[config.mk]
export PLATFORM = sky130hd
export DESIGN_NAME = stepper_move_pulse_generator
export DESIGN_NICKNAME = d
export VERILOG_FILES = /design/src/hw/rtl/smg_pkg.sv /design/src/hw/rtl/smg_div.sv /design/src/hw/rtl/smg_dp.sv /design/src/hw/rtl/smg_ctrl.sv /design/src/hw/rtl/stepper_move_pulse_generator.sv
export SDC_FILE = /design/constraint.sdc
export NUM_CORES = 2
export LEC_CHECK = 0
export ABC_CLOCK_PERIOD_IN_PS = 20400
export BUFFER_PORTS_ARGS = -buffer_cell sky130_fd_sc_hd__buf_4
export CORE_ASPECT_RATIO = 1.4
export CORE_MARGIN = 1.5
export CORE_UTILIZATION = 55
export DETAILED_ROUTE_END_ITERATION = 10
export GPL_TIMING_DRIVEN = 0
export PLACE_DENSITY = 0.78
export SKIP_CTS_REPAIR_TIMING = 1
export SLEW_MARGIN = 15
export SYNTH_ARGS = -nofsm -noshare
export SYNTH_HDL_FRONTEND = slang
export SYNTH_HIERARCHICAL = 1
export SYNTH_SLANG_ARGS = --single-unit
[constraint.sdc]
create_clock -name clk -period 20.4 [get_ports clk]
set_clock_uncertainty 0.2 [all_clocks]
set_input_delay 4.08 -clock clk [delete_from_list [all_inputs] [get_ports clk]]
set_output_delay 4.08 -clock clk [all_outputs]
set_load 0.05 [all_outputs]
[src/hw/rtl/smg_pkg.sv]
`timescale 1ns / 1ps

package smg_pkg;

  // Input operation codes.
  localparam logic OP_MOVE = 1'b0;
  localparam logic OP_TICK = 1'b1;

  // Configuration register indexes.
  localparam logic REG_PULSES_PER_REV = 1'b0;
  localparam logic REG_PULSE_WIDTH    = 1'b1;

  localparam logic [15:0] PPR_RESET = 16'd200;
  localparam logic [15:0] PW_RESET  = 16'd10;

  // 92160 = 360 * 256 = 2^11 * 45: shift by 11, then divide by 45 with a
  // reciprocal multiply, floor(x * ceil(2^34 / 45) / 2^34), exact for x < 2^28.
  localparam int          DEG_SHIFT     = 11;
  localparam logic [27:0] DEG_ODD       = 28'd45;
  localparam logic [28:0] DEG_RECIP     = 29'd381774871;
  localparam int          DEG_RECIP_SHR = 34;

  localparam int          DIV_W     = 32;
  localparam int          DIV_CNT_W = 5;
  // The move time is 31 bits wide.
  localparam logic [DIV_CNT_W-1:0] ITER_PERIOD = 5'd31;

  localparam logic [31:0] SINCE_SAT = 32'hFFFF_FFFF;

  typedef enum logic [2:0] {
    S_IDLE,
    S_MUL,
    S_RECIP,
    S_DIV_GO,
    S_DIV,
    S_EMIT
  } state_t;

  typedef struct packed {
    logic tick;
    logic move_load;
    logic mul_load;
    logic div_start;
    logic take_target;
    logic take_period;
    logic emit;
  } cmd_t;

  typedef struct packed {
    logic div_done;
    logic steps_zero;
  } status_t;

endpackage

[src/hw/rtl/smg_div.sv]
`timescale 1ns / 1ps

module smg_div (
  input  logic                          clk,
  input  logic                          rst,
  input  logic                          start,
  input  logic [smg_pkg::DIV_CNT_W-1:0] iters,
  input  logic [smg_pkg::DIV_W-1:0]     dividend,
  input  logic [smg_pkg::DIV_W-1:0]     divisor,
  output logic [smg_pkg::DIV_W-1:0]     quotient,
  output logic                          done
);
  import smg_pkg::*;

  logic                 busy;
  logic [DIV_CNT_W-1:0] count;
  logic [DIV_W-1:0]     rem;
  logic [DIV_W-1:0]     quo;
  logic [DIV_W-1:0]     dsr;
  logic [DIV_W:0]       rem_sh;
  logic                 fits;

  // The dividend is loaded left-aligned; one quotient bit enters per cycle.
  assign rem_sh = {rem, quo[DIV_W-1]};
  assign fits   = (rem_sh >= {1'b0, dsr});

  always_ff @(posedge clk) begin
    if (rst) begin
      busy  <= 1'b0;
      count <= '0;
      done  <= 1'b0;
    end else begin
      done <= busy && (count == DIV_CNT_W'(1));
      if (start) begin
        busy  <= 1'b1;
        count <= iters;
      end else if (busy) begin
        count <= count - DIV_CNT_W'(1);
        if (count == DIV_CNT_W'(1)) begin
          busy <= 1'b0;
        end
      end
    end
  end

  always_ff @(posedge clk) begin
    if (start) begin
      rem <= '0;
      quo <= dividend;
      dsr <= divisor;
    end else if (busy) begin
      if (fits) begin
        rem <= DIV_W'(rem_sh - {1'b0, dsr});
      end else begin
        rem <= rem_sh[DIV_W-1:0];
      end
      quo <= {quo[DIV_W-2:0], fits};
    end
  end

  assign quotient = quo;

endmodule

[src/hw/rtl/smg_dp.sv]
`timescale 1ns / 1ps

module smg_dp (
  input  logic                clk,
  input  logic                rst,
  input  smg_pkg::cmd_t       cmd,
  output smg_pkg::status_t    status,
  input  logic                cfg_write,
  input  logic                cfg_index,
  input  logic [15:0]         cfg_data,
  input  logic signed [23:0]  angle,
  input  logic [30:0]         move_time_us,
  output logic                step_level,
  output logic                dir_level,
  output logic                busy_res,
  output logic signed [31:0]  position,
  output logic [31:0]         steps_done
);
  import smg_pkg::*;

  logic [15:0] pulses_per_rev;
  logic [15:0] pulse_width_us;

  logic        active;
  logic        pulse_high;
  logic        dir_positive;
  logic [31:0] step_count;
  logic [31:0] target_steps;
  logic [31:0] step_period;
  logic [31:0] since_pulse_start;
  logic [31:0] step_position;

  logic [23:0] mag;
  logic [30:0] time_us;
  logic [38:0] prod;

  logic [27:0] prod_sh;
  logic [56:0] recip_prod;
  logic [22:0] steps_q;
  logic        steps_zero;

  logic [DIV_W-1:0] div_quo;
  logic             div_done;

  logic        active_next;
  logic        pulse_high_next;
  logic [31:0] step_count_next;
  logic [31:0] since_next;
  logic [31:0] step_position_next;
  logic [31:0] since_inc;

  always_ff @(posedge clk) begin
    if (rst) begin
      pulses_per_rev <= PPR_RESET;
      pulse_width_us <= PW_RESET;
    end else if (cfg_write) begin
      if (cfg_index == REG_PULSES_PER_REV) begin
        pulses_per_rev <= cfg_data;
      end else begin
        pulse_width_us <= cfg_data;
      end
    end
  end

  // Step count: the product shifted by 11, divided by 45 through its reciprocal.
  assign prod_sh    = prod[38:DEG_SHIFT];
  assign recip_prod = {29'd0, prod_sh} * {28'd0, DEG_RECIP};
  assign steps_q    = recip_prod[56:DEG_RECIP_SHR];
  assign steps_zero = (prod_sh < DEG_ODD);

  smg_div u_div (
    .clk      (clk),
    .rst      (rst),
    .start    (cmd.div_start),
    .iters    (ITER_PERIOD),
    .dividend ({time_us, 1'b0}),
    .divisor  (target_steps),
    .quotient (div_quo),
    .done     (div_done)
  );

  assign status.div_done   = div_done;
  assign status.steps_zero = steps_zero;

  // One microsecond tick: saturating elapsed count, pulse rise and fall.
  always_comb begin
    active_next        = active;
    pulse_high_next    = pulse_high;
    step_count_next    = step_count;
    step_position_next = step_position;
    since_inc          = (since_pulse_start == SINCE_SAT) ? since_pulse_start
                                                          : since_pulse_start + 32'd1;
    since_next         = since_pulse_start;
    if (active) begin
      since_next = since_inc;
      if (pulse_high) begin
        if (since_inc > {16'd0, pulse_width_us}) begin
          pulse_high_next    = 1'b0;
          step_count_next    = step_count + 32'd1;
          step_position_next = dir_positive ? step_position + 32'd1
                                            : step_position - 32'd1;
        end
      end else if (since_inc > step_period) begin
        pulse_high_next = 1'b1;
        since_next      = '0;
      end
      active_next = (step_count_next != target_steps);
    end
  end

  always_ff @(posedge clk) begin
    if (rst) begin
      active            <= 1'b0;
      pulse_high        <= 1'b0;
      dir_positive      <= 1'b0;
      step_count        <= '0;
      target_steps      <= '0;
      step_period       <= '0;
      since_pulse_start <= SINCE_SAT;
      step_position     <= '0;
    end else if (cmd.tick) begin
      active            <= active_next;
      pulse_high        <= pulse_high_next;
      step_count        <= step_count_next;
      since_pulse_start <= since_next;
      step_position     <= step_position_next;
    end else if (cmd.move_load) begin
      // A pulse in flight is dropped without being counted.
      active            <= 1'b0;
      pulse_high        <= 1'b0;
      dir_positive      <= !angle[23] && (angle != '0);
      step_count        <= '0;
      since_pulse_start <= SINCE_SAT;
    end else if (cmd.take_target) begin
      target_steps <= {9'd0, steps_q};
      active       <= !steps_zero;
      step_period  <= '0;
    end else if (cmd.take_period) begin
      step_period <= div_quo;
    end
  end

  always_ff @(posedge clk) begin
    if (cmd.move_load) begin
      mag     <= angle[23] ? 24'(24'd0 - angle) : angle;
      time_us <= move_time_us;
    end
    if (cmd.mul_load) begin
      prod <= {15'd0, mag} * {23'd0, pulses_per_rev};
    end
  end

  always_ff @(posedge clk) begin
    if (cmd.emit) begin
      step_level <= pulse_high;
      dir_level  <= dir_positive;
      busy_res   <= active;
      position   <= step_position;
      steps_done <= step_count;
    end
  end

endmodule

[src/hw/rtl/smg_ctrl.sv]
`timescale 1ns / 1ps

module smg_ctrl (
  input  logic             clk,
  input  logic             rst,
  input  logic             in_valid,
  output logic             in_stall,
  input  logic             operation,
  output logic             out_valid,
  input  logic             out_stall,
  input  smg_pkg::status_t status,
  output smg_pkg::cmd_t    cmd
);
  import smg_pkg::*;

  state_t state;
  state_t state_next;
  logic   in_take;
  logic   out_free;

  assign in_take  = in_valid && !in_stall;
  assign out_free = !out_valid || !out_stall;

  always_ff @(posedge clk) begin
    if (rst) begin
      state     <= S_IDLE;
      out_valid <= 1'b0;
    end else begin
      state <= state_next;
      if (cmd.emit) begin
        out_valid <= 1'b1;
      end else if (!out_stall) begin
        out_valid <= 1'b0;
      end
    end
  end

  always_comb begin
    state_next = state;
    case (state)
      S_IDLE: begin
        if (in_valid) begin
          state_next = (operation == OP_TICK) ? S_EMIT : S_MUL;
        end
      end
      S_MUL:    state_next = S_RECIP;
      S_RECIP:  state_next = status.steps_zero ? S_EMIT : S_DIV_GO;
      S_DIV_GO: state_next = S_DIV;
      S_DIV: begin
        if (status.div_done) begin
          state_next = S_EMIT;
        end
      end
      S_EMIT: begin
        if (out_free) begin
          state_next = S_IDLE;
        end
      end
      default: state_next = S_IDLE;
    endcase
  end

  always_comb begin
    cmd      = '0;
    in_stall = (state != S_IDLE);
    case (state)
      S_IDLE: begin
        cmd.tick      = in_take && (operation == OP_TICK);
        cmd.move_load = in_take && (operation == OP_MOVE);
      end
      S_MUL:    cmd.mul_load = 1'b1;
      S_RECIP:  cmd.take_target = 1'b1;
      S_DIV_GO: cmd.div_start = 1'b1;
      S_DIV:    cmd.take_period = status.div_done;
      S_EMIT:   cmd.emit = out_free;
      default:  cmd = '0;
    endcase
  end

`ifndef SYNTHESIS
  a_tick_to_emit: assert property (@(posedge clk) disable iff (rst)
    (in_take && operation == OP_TICK) |=> (state == S_EMIT))
    else $error("tick request did not go straight to the emit state");

  a_emit_waits: assert property (@(posedge clk) disable iff (rst)
    (state == S_EMIT && out_valid && out_stall) |=> (state == S_EMIT))
    else $error("result left the emit state while the output was full");

  a_emit_valid: assert property (@(posedge clk) disable iff (rst)
    cmd.emit |=> out_valid)
    else $error("emitted result not presented on the output");

  a_zero_steps: assert property (@(posedge clk) disable iff (rst)
    (state == S_RECIP && status.steps_zero) |=> (state == S_EMIT))
    else $error("zero-step move did not end at once");
`endif

endmodule

[src/hw/rtl/stepper_move_pulse_generator.sv]
`timescale 1ns / 1ps

// Step/direction pulse generator for a stepper motor.
// Input channel (in_valid/in_stall): operation selects a move request (angle in
// 1/256 degree, move_time_us) or a one-microsecond tick request.
// Output channel (out_valid/out_stall): one result per input request, giving the
// step and direction levels, the busy flag, the signed position and the steps
// done in the current move.
// Configuration: cfg_write with cfg_index 0 sets pulses_per_rev, index 1 sets
// pulse_width_us; write only while the block is idle.
// Sequence: a tick request goes straight to the emit state, which loads its
// result into the output register once that is free. A move request needs the
// angle multiply, the reciprocal multiply that gives the step count, a divider
// start, 31 one-bit divider steps for the period, a store of the period and the
// output load (a move of zero steps skips the divider); the block then returns
// to idle and can take the next request.
// One request is processed at a time. A finished result waits until the output
// register is free; while a result stalls there, one more request can be taken,
// and in_stall then stays high until the stalled result leaves.
// Reset (rst, synchronous) restores 200 pulses per revolution, a pulse width of
// 10 ticks, an idle motor at position zero and an empty output register.
module stepper_move_pulse_generator (
  input  logic               clk,
  input  logic               rst,
  input  logic               cfg_write,
  input  logic               cfg_index,
  input  logic [15:0]        cfg_data,
  input  logic               in_valid,
  output logic               in_stall,
  input  logic               operation,
  input  logic signed [23:0] angle,
  input  logic [30:0]        move_time_us,
  output logic               out_valid,
  input  logic               out_stall,
  output logic               step_level,
  output logic               dir_level,
  output logic               busy_res,
  output logic signed [31:0] position,
  output logic [31:0]        steps_done
);
  import smg_pkg::*;

  cmd_t    cmd;
  status_t status;

  smg_ctrl u_ctrl (
    .clk       (clk),
    .rst       (rst),
    .in_valid  (in_valid),
    .in_stall  (in_stall),
    .operation (operation),
    .out_valid (out_valid),
    .out_stall (out_stall),
    .status    (status),
    .cmd       (cmd)
  );

  smg_dp u_dp (
    .clk          (clk),
    .rst          (rst),
    .cmd          (cmd),
    .status       (status),
    .cfg_write    (cfg_write),
    .cfg_index    (cfg_index),
    .cfg_data     (cfg_data),
    .angle        (angle),
    .move_time_us (move_time_us),
    .step_level   (step_level),
    .dir_level    (dir_level),
    .busy_res     (busy_res),
    .position     (position),
    .steps_done   (steps_done)
  );

endmodule

Word-level counts from Yosys, hierarchy flattened
Index checks and enable logic that the tools add are counted.

operators by class
  $add $sub $neg = 7
  $mul = 2
  order comparisons = 4
  eq/ne operators = 13
  mux-type cells = 48
  bitwise gates (word level) = 4
  reductions and logical operators = 26

operators with widths
  cell                                                                    count
  32-bit two-way mux                                                      18
  32-bit by 1-bit adder with 32-bit output (second input constant)        3
  28-bit by 29-bit multiplier with 57-bit output (second input constant)  1
  24-bit by 16-bit multiplier with 39-bit output                          1
  33-bit by 23-bit >= comparator with 1-bit output                        1
  32-bit equality test (second input constant)                            1
  32-bit by 16-bit > comparator with 1-bit output                         1
  32-bit > comparator                                                     1
  32-bit by 23-bit != test with 1-bit output                              1
  32-bit by 1-bit subtractor with 32-bit output (second input constant)   1
  32-bit by 23-bit subtractor with 32-bit output                          1
  28-bit by 6-bit < comparator with 1-bit output (second input constant)  1
  24-bit nonzero test                                                     1
  1-bit by 24-bit subtractor with 24-bit output (first input constant)    1
  23-bit two-way mux                                                      1
  1-bit two-way mux                                                       20
  3-bit one-hot mux with 6 select lines                                   1
  3-bit two-way mux                                                       5
  5-bit two-way mux                                                       2
  3-bit AND reduction                                                     3
  2-bit by 1-bit != test with 1-bit output (second input constant)        4
  2-bit AND reduction                                                     4
  3-bit by 2-bit equality test with 1-bit output (second input constant)  2
  3-bit equality test (second input constant)                             2
  other kinds (13)                                                        27

storage, ports and cells
  bits in registers = 445
  input port bits = 78
  output and inout bits = 69
  word-level logic and storage cells = 132

Longest topological paths before layout
  depth after elaboration = 9
  mapped depth = 26
  gate-level depth less buffers = 26

Cells and area by module
Netlist, hierarchy kept.

by module, submodules not included
  module    times used  cells each  area each (um2)  seq. area each (um2)
  smg_dp    1           4,200       39,437.8         8,227.9
  smg_div   1           572         5,936.9          2,702.6
  smg_ctrl  1           36          265.3            80.1

Worst setup path before layout
Ideal clock, no wire load.

  path kind = input-to-reg
  start point = input port in_valid
  end point = register u_dp.active
  arrival = 7.941 ns
  data required time = 20.071 ns
  path slack = 12.130 ns
  stages on the path = 8
  buffers on the path = 0
  path through = nand2_1 > nor2_1 > nor2_1 > a221oi_1 > o21ai_0 > a2111o_1 > nor4_2 > a31oi_1

RTL lines
  what                  line                                source
  from (decl)           stepper_move_pulse_generator.sv:28  input logic in_valid,
  to (signal assigned)  smg_dp.sv:122                       active <= active_next;
  to (signal assigned)  smg_dp.sv:136                       active <= !steps_zero;
  to (decl)             smg_dp.sv:24                        logic active;

Worst setup path after layout
  start point = register u_dp.pulses_per_rev[5]
  end point = register u_dp.prod[33] (data pin)

on the way
  longest elaborated chain between the ends = 1

RTL lines
  what                                            line           source
  from (decl)                                     smg_dp.sv:21   logic [15:0] pulses_per_rev;
  from (signal assigned)                          smg_dp.sv:58   pulses_per_rev <= cfg_data;
  24-bit by 16-bit multiplier with 39-bit output  smg_dp.sv:149  prod <= {15'd0, mag} * {23'd0, pulses_per_rev};
  to (signal assigned)                            smg_dp.sv:149
  to (decl)                                       smg_dp.sv:35   logic [38:0] prod;

No other way between the ends.
A chain may end at the register's enable or synchronous reset.

==> results.ini <==
[critical_path]
cpMostUsedCell = fa_1
crit_chain = clkbuf_1 -> clkbuf_1 -> nand2_1 -> fa_1 -> inv_1 -> fa_1 -> inv_1 -> fa_1 -> fa_1 -> inv_1 -> fa_1 -> fa_1 -> ha_1 -> a21o_1 -> a21o_1 -> a21o_1 -> o2111ai_1 -> a21oi_1 -> a2111o_1 -> and3_1 -> o41ai_1 -> o21ba_2 -> xnor2_1
crit_fanout = 10
reg2reg_depth = 23
cpPeakStageDelay_ns = 0.55
cp-end-kind = register
r2r_start = u_dp/pulses_per_rev[5]
slowest_stage = clkbuf_1
critical_path_class = register to register
required_ns = 20.59
r2r_slack_ns = 12.17
reg2reg_to = u_dp/prod[33]
start_kind = register
crit_start = u_dp/pulses_per_rev[5]
crit_arrival_ns = 8.42
crit_end = u_dp/prod[33]

[routing]
wl_um = 122000
via_per_inst = 5.76
first_pass_iters = 6
final_antenna_net_count = 0
wl_per_cell_um = 19.9
drtIter0Drc = 2324
drc_errors = 0
num_vias = 35299

[logic_synthesis]
ys.flop_type = dfxtp_1
ys_ff_latch = 443
synth.distinct_cells = 101
synth-edff-count = 214
synth_area_um2 = 45600
ys_seq_area_share_pct = 24.1
synth.avg_cell_area_um2 = 9.49
yosysWarnings = 6
async_reset_ff_share_pct = 0
synthCells = 4808

[flow_run]
drv_cap = 0

[global_routing]
track_usage_pct = 29.2
grt_max_degree = 34
antenna_found_initial = 4
grt_pass1_wl_um = 192000
grt_pass1_vias = 36641
overflow = 0

[die]
die_area_um2 = 84700
die_y_um = 344
rows = 124
dieWidth_um = 246
initial_core_util_pct = 55.7
core_area_um2 = 81900
ios = 147

[timing]
max_clock_freq_ghz = 0.121
finalCriticalPeriod_ns = 8.23
hold_viol = 0
slew_violations = 0
holdWs_ns = 0.236
worst_pin_slew_ns = 1.04
post-route-period-util_pct = 40.4
fin_tns_setup_ns = 0
max-slew-margin-rel_pct = 30.5
setup_violations = 0
rsz0062_at_grt = no

[placement]
dp_hpwl_um = 99400
gp_congestion = 0.981
io_buffers = 146

[min_path]
hold_class = register to register

[cts]
cts_buffer_depth = 3
cts_buffers = 45
clk_pin_slew_ns = 0.06
cts-root-buf = clkbuf_16
cts_tree = done
htreeDepth = 2
numClockSinks = 443
clk_latency_ns = 0.64

[layout]
n_fill_cell = 6914
area_growth_syn_to_layout_pct = 9.23
nets = 6152
final_cell_mix = 886 x inv_1, 549 x fa_1, 517 x nand2_1
final_common_cell = inv_1
layout-drive-gt1-share_pct = 6.82

[outcome]
status = finished, final reports clean

cell families after synthesis:
kind of cell             Yosys count  share of synthesized area, %
AO/OA/AOI/OAI                    714                          10.6
XOR/XNOR                         176                          3.39
adder cells (fa/ha/maj)         1053                          37.9
buffers and inverters           1074                          9.03
flip-flops                       443                          24.1
multiplexers                      64                          1.50
other                              2                        0.0165
AND/OR/NAND/NOR                 1282                          13.4
worst max-delay path, delay by kind of cell, from the launching register on:
kind,cells,cell delay [ns]
compound gates,8,2.31
xor+xnor,1,0.05
fa+ha+maj,7,3.43
buf+inv,5,1.27
flops,1,0.31
simple gates,2,0.38
area by class of cell:
class	count	area (um^2)	area share, %
multi-input cells	3304	30600	61.4
flip-flops and latches	443	11000	22.1
inverters	890	3340	6.70
well taps	1071	1340	2.69
repair buffers	153	1240	2.49
clock buffers	54	1170	2.35
plain buffers	184	781	1.57
clock inverters	30	375	0.753
diodes	1	2.50	0.00502
routing by layer:
layer / routed length (um) / global-route usage, %
met1: 47500 / 35.1
met2: 60000 / 51.2
met3: 7550 / 3.77
met4: 6940 / 15.2
met5: 13 / 0
cell usage after synthesis, drive strengths merged, types with 35 or more instances:
library cell	number	area share, %
o211ai	35	0.59
a21oi	229	2.5
dfxtp	229	10
xnor2	129	2.5
ha	504	14
clkbuf	143	1.2
o21ai	84	0.98
a21o	75	1.2
edfxtp	214	14
xor2	47	0.92
mux2	35	0.86
nor3	54	0.59
and2	165	2.3
buf	41	0.53
nand4	60	0.84
fa	549	24
a22oi	36	0.59
inv	888	7.3
nand3	89	0.98
nor2	229	1.9
nand2	517	4.3
a211oi	41	0.75
state kept, by name, indices dropped and copies added, names as in the netlist, 3 cells and up:
name	flops
u_dp/prod	28
u_dp/steps_done	32
u_dp/u_div/quotient	32
u_ctrl/state	3
u_dp/step_period	32
u_dp/mag	24
u_dp/time_us	31
u_dp/since_pulse_start	32
u_dp/pulse_width_us	16
u_dp/step_position	32
u_dp/u_div/dsr	32
u_dp/u_div/rem	32
u_dp/u_div/count	5
u_dp/position	32
u_dp/pulses_per_rev	16
u_dp/step_count	32
u_dp/target_steps	23
worst min-delay path by stage:
stage / from / endpoint / cells past startpoint
after floorplan: u_dp/pulse_high / u_dp/step_level / 0
after global placement: u_dp/step_count[7] / u_dp/steps_done[7] / 0
after detailed placement: u_dp/step_count[30] / u_dp/steps_done[30] / 0
after CTS: u_dp/step_count[30] / u_dp/steps_done[30] / 0
after global routing: u_dp/step_count[30] / u_dp/steps_done[30] / 0
final: u_dp/step_count[12] / u_dp/steps_done[12] / 0
metrics by stage:
stage | cell area (um^2) | util, % | cells | setup slack (ns)
2_1_floorplan | 45700 | - | 4821 | 12.13
3_3_place_gp | 48100 | 58.7 | 6038 | 9.59
3_5_place_dp | 48300 | 59.0 | 6045 | 12.32
4_1_cts | 49900 | 60.9 | 6129 | 12.25
5_1_grt | 49900 | 60.9 | 6129 | 11.84
6_report | 49900 | 60.9 | 6130 | 12.17
Power is not shown: default switching activity piles up to over one toggle a cycle in this logic, so the estimate is an artifact.
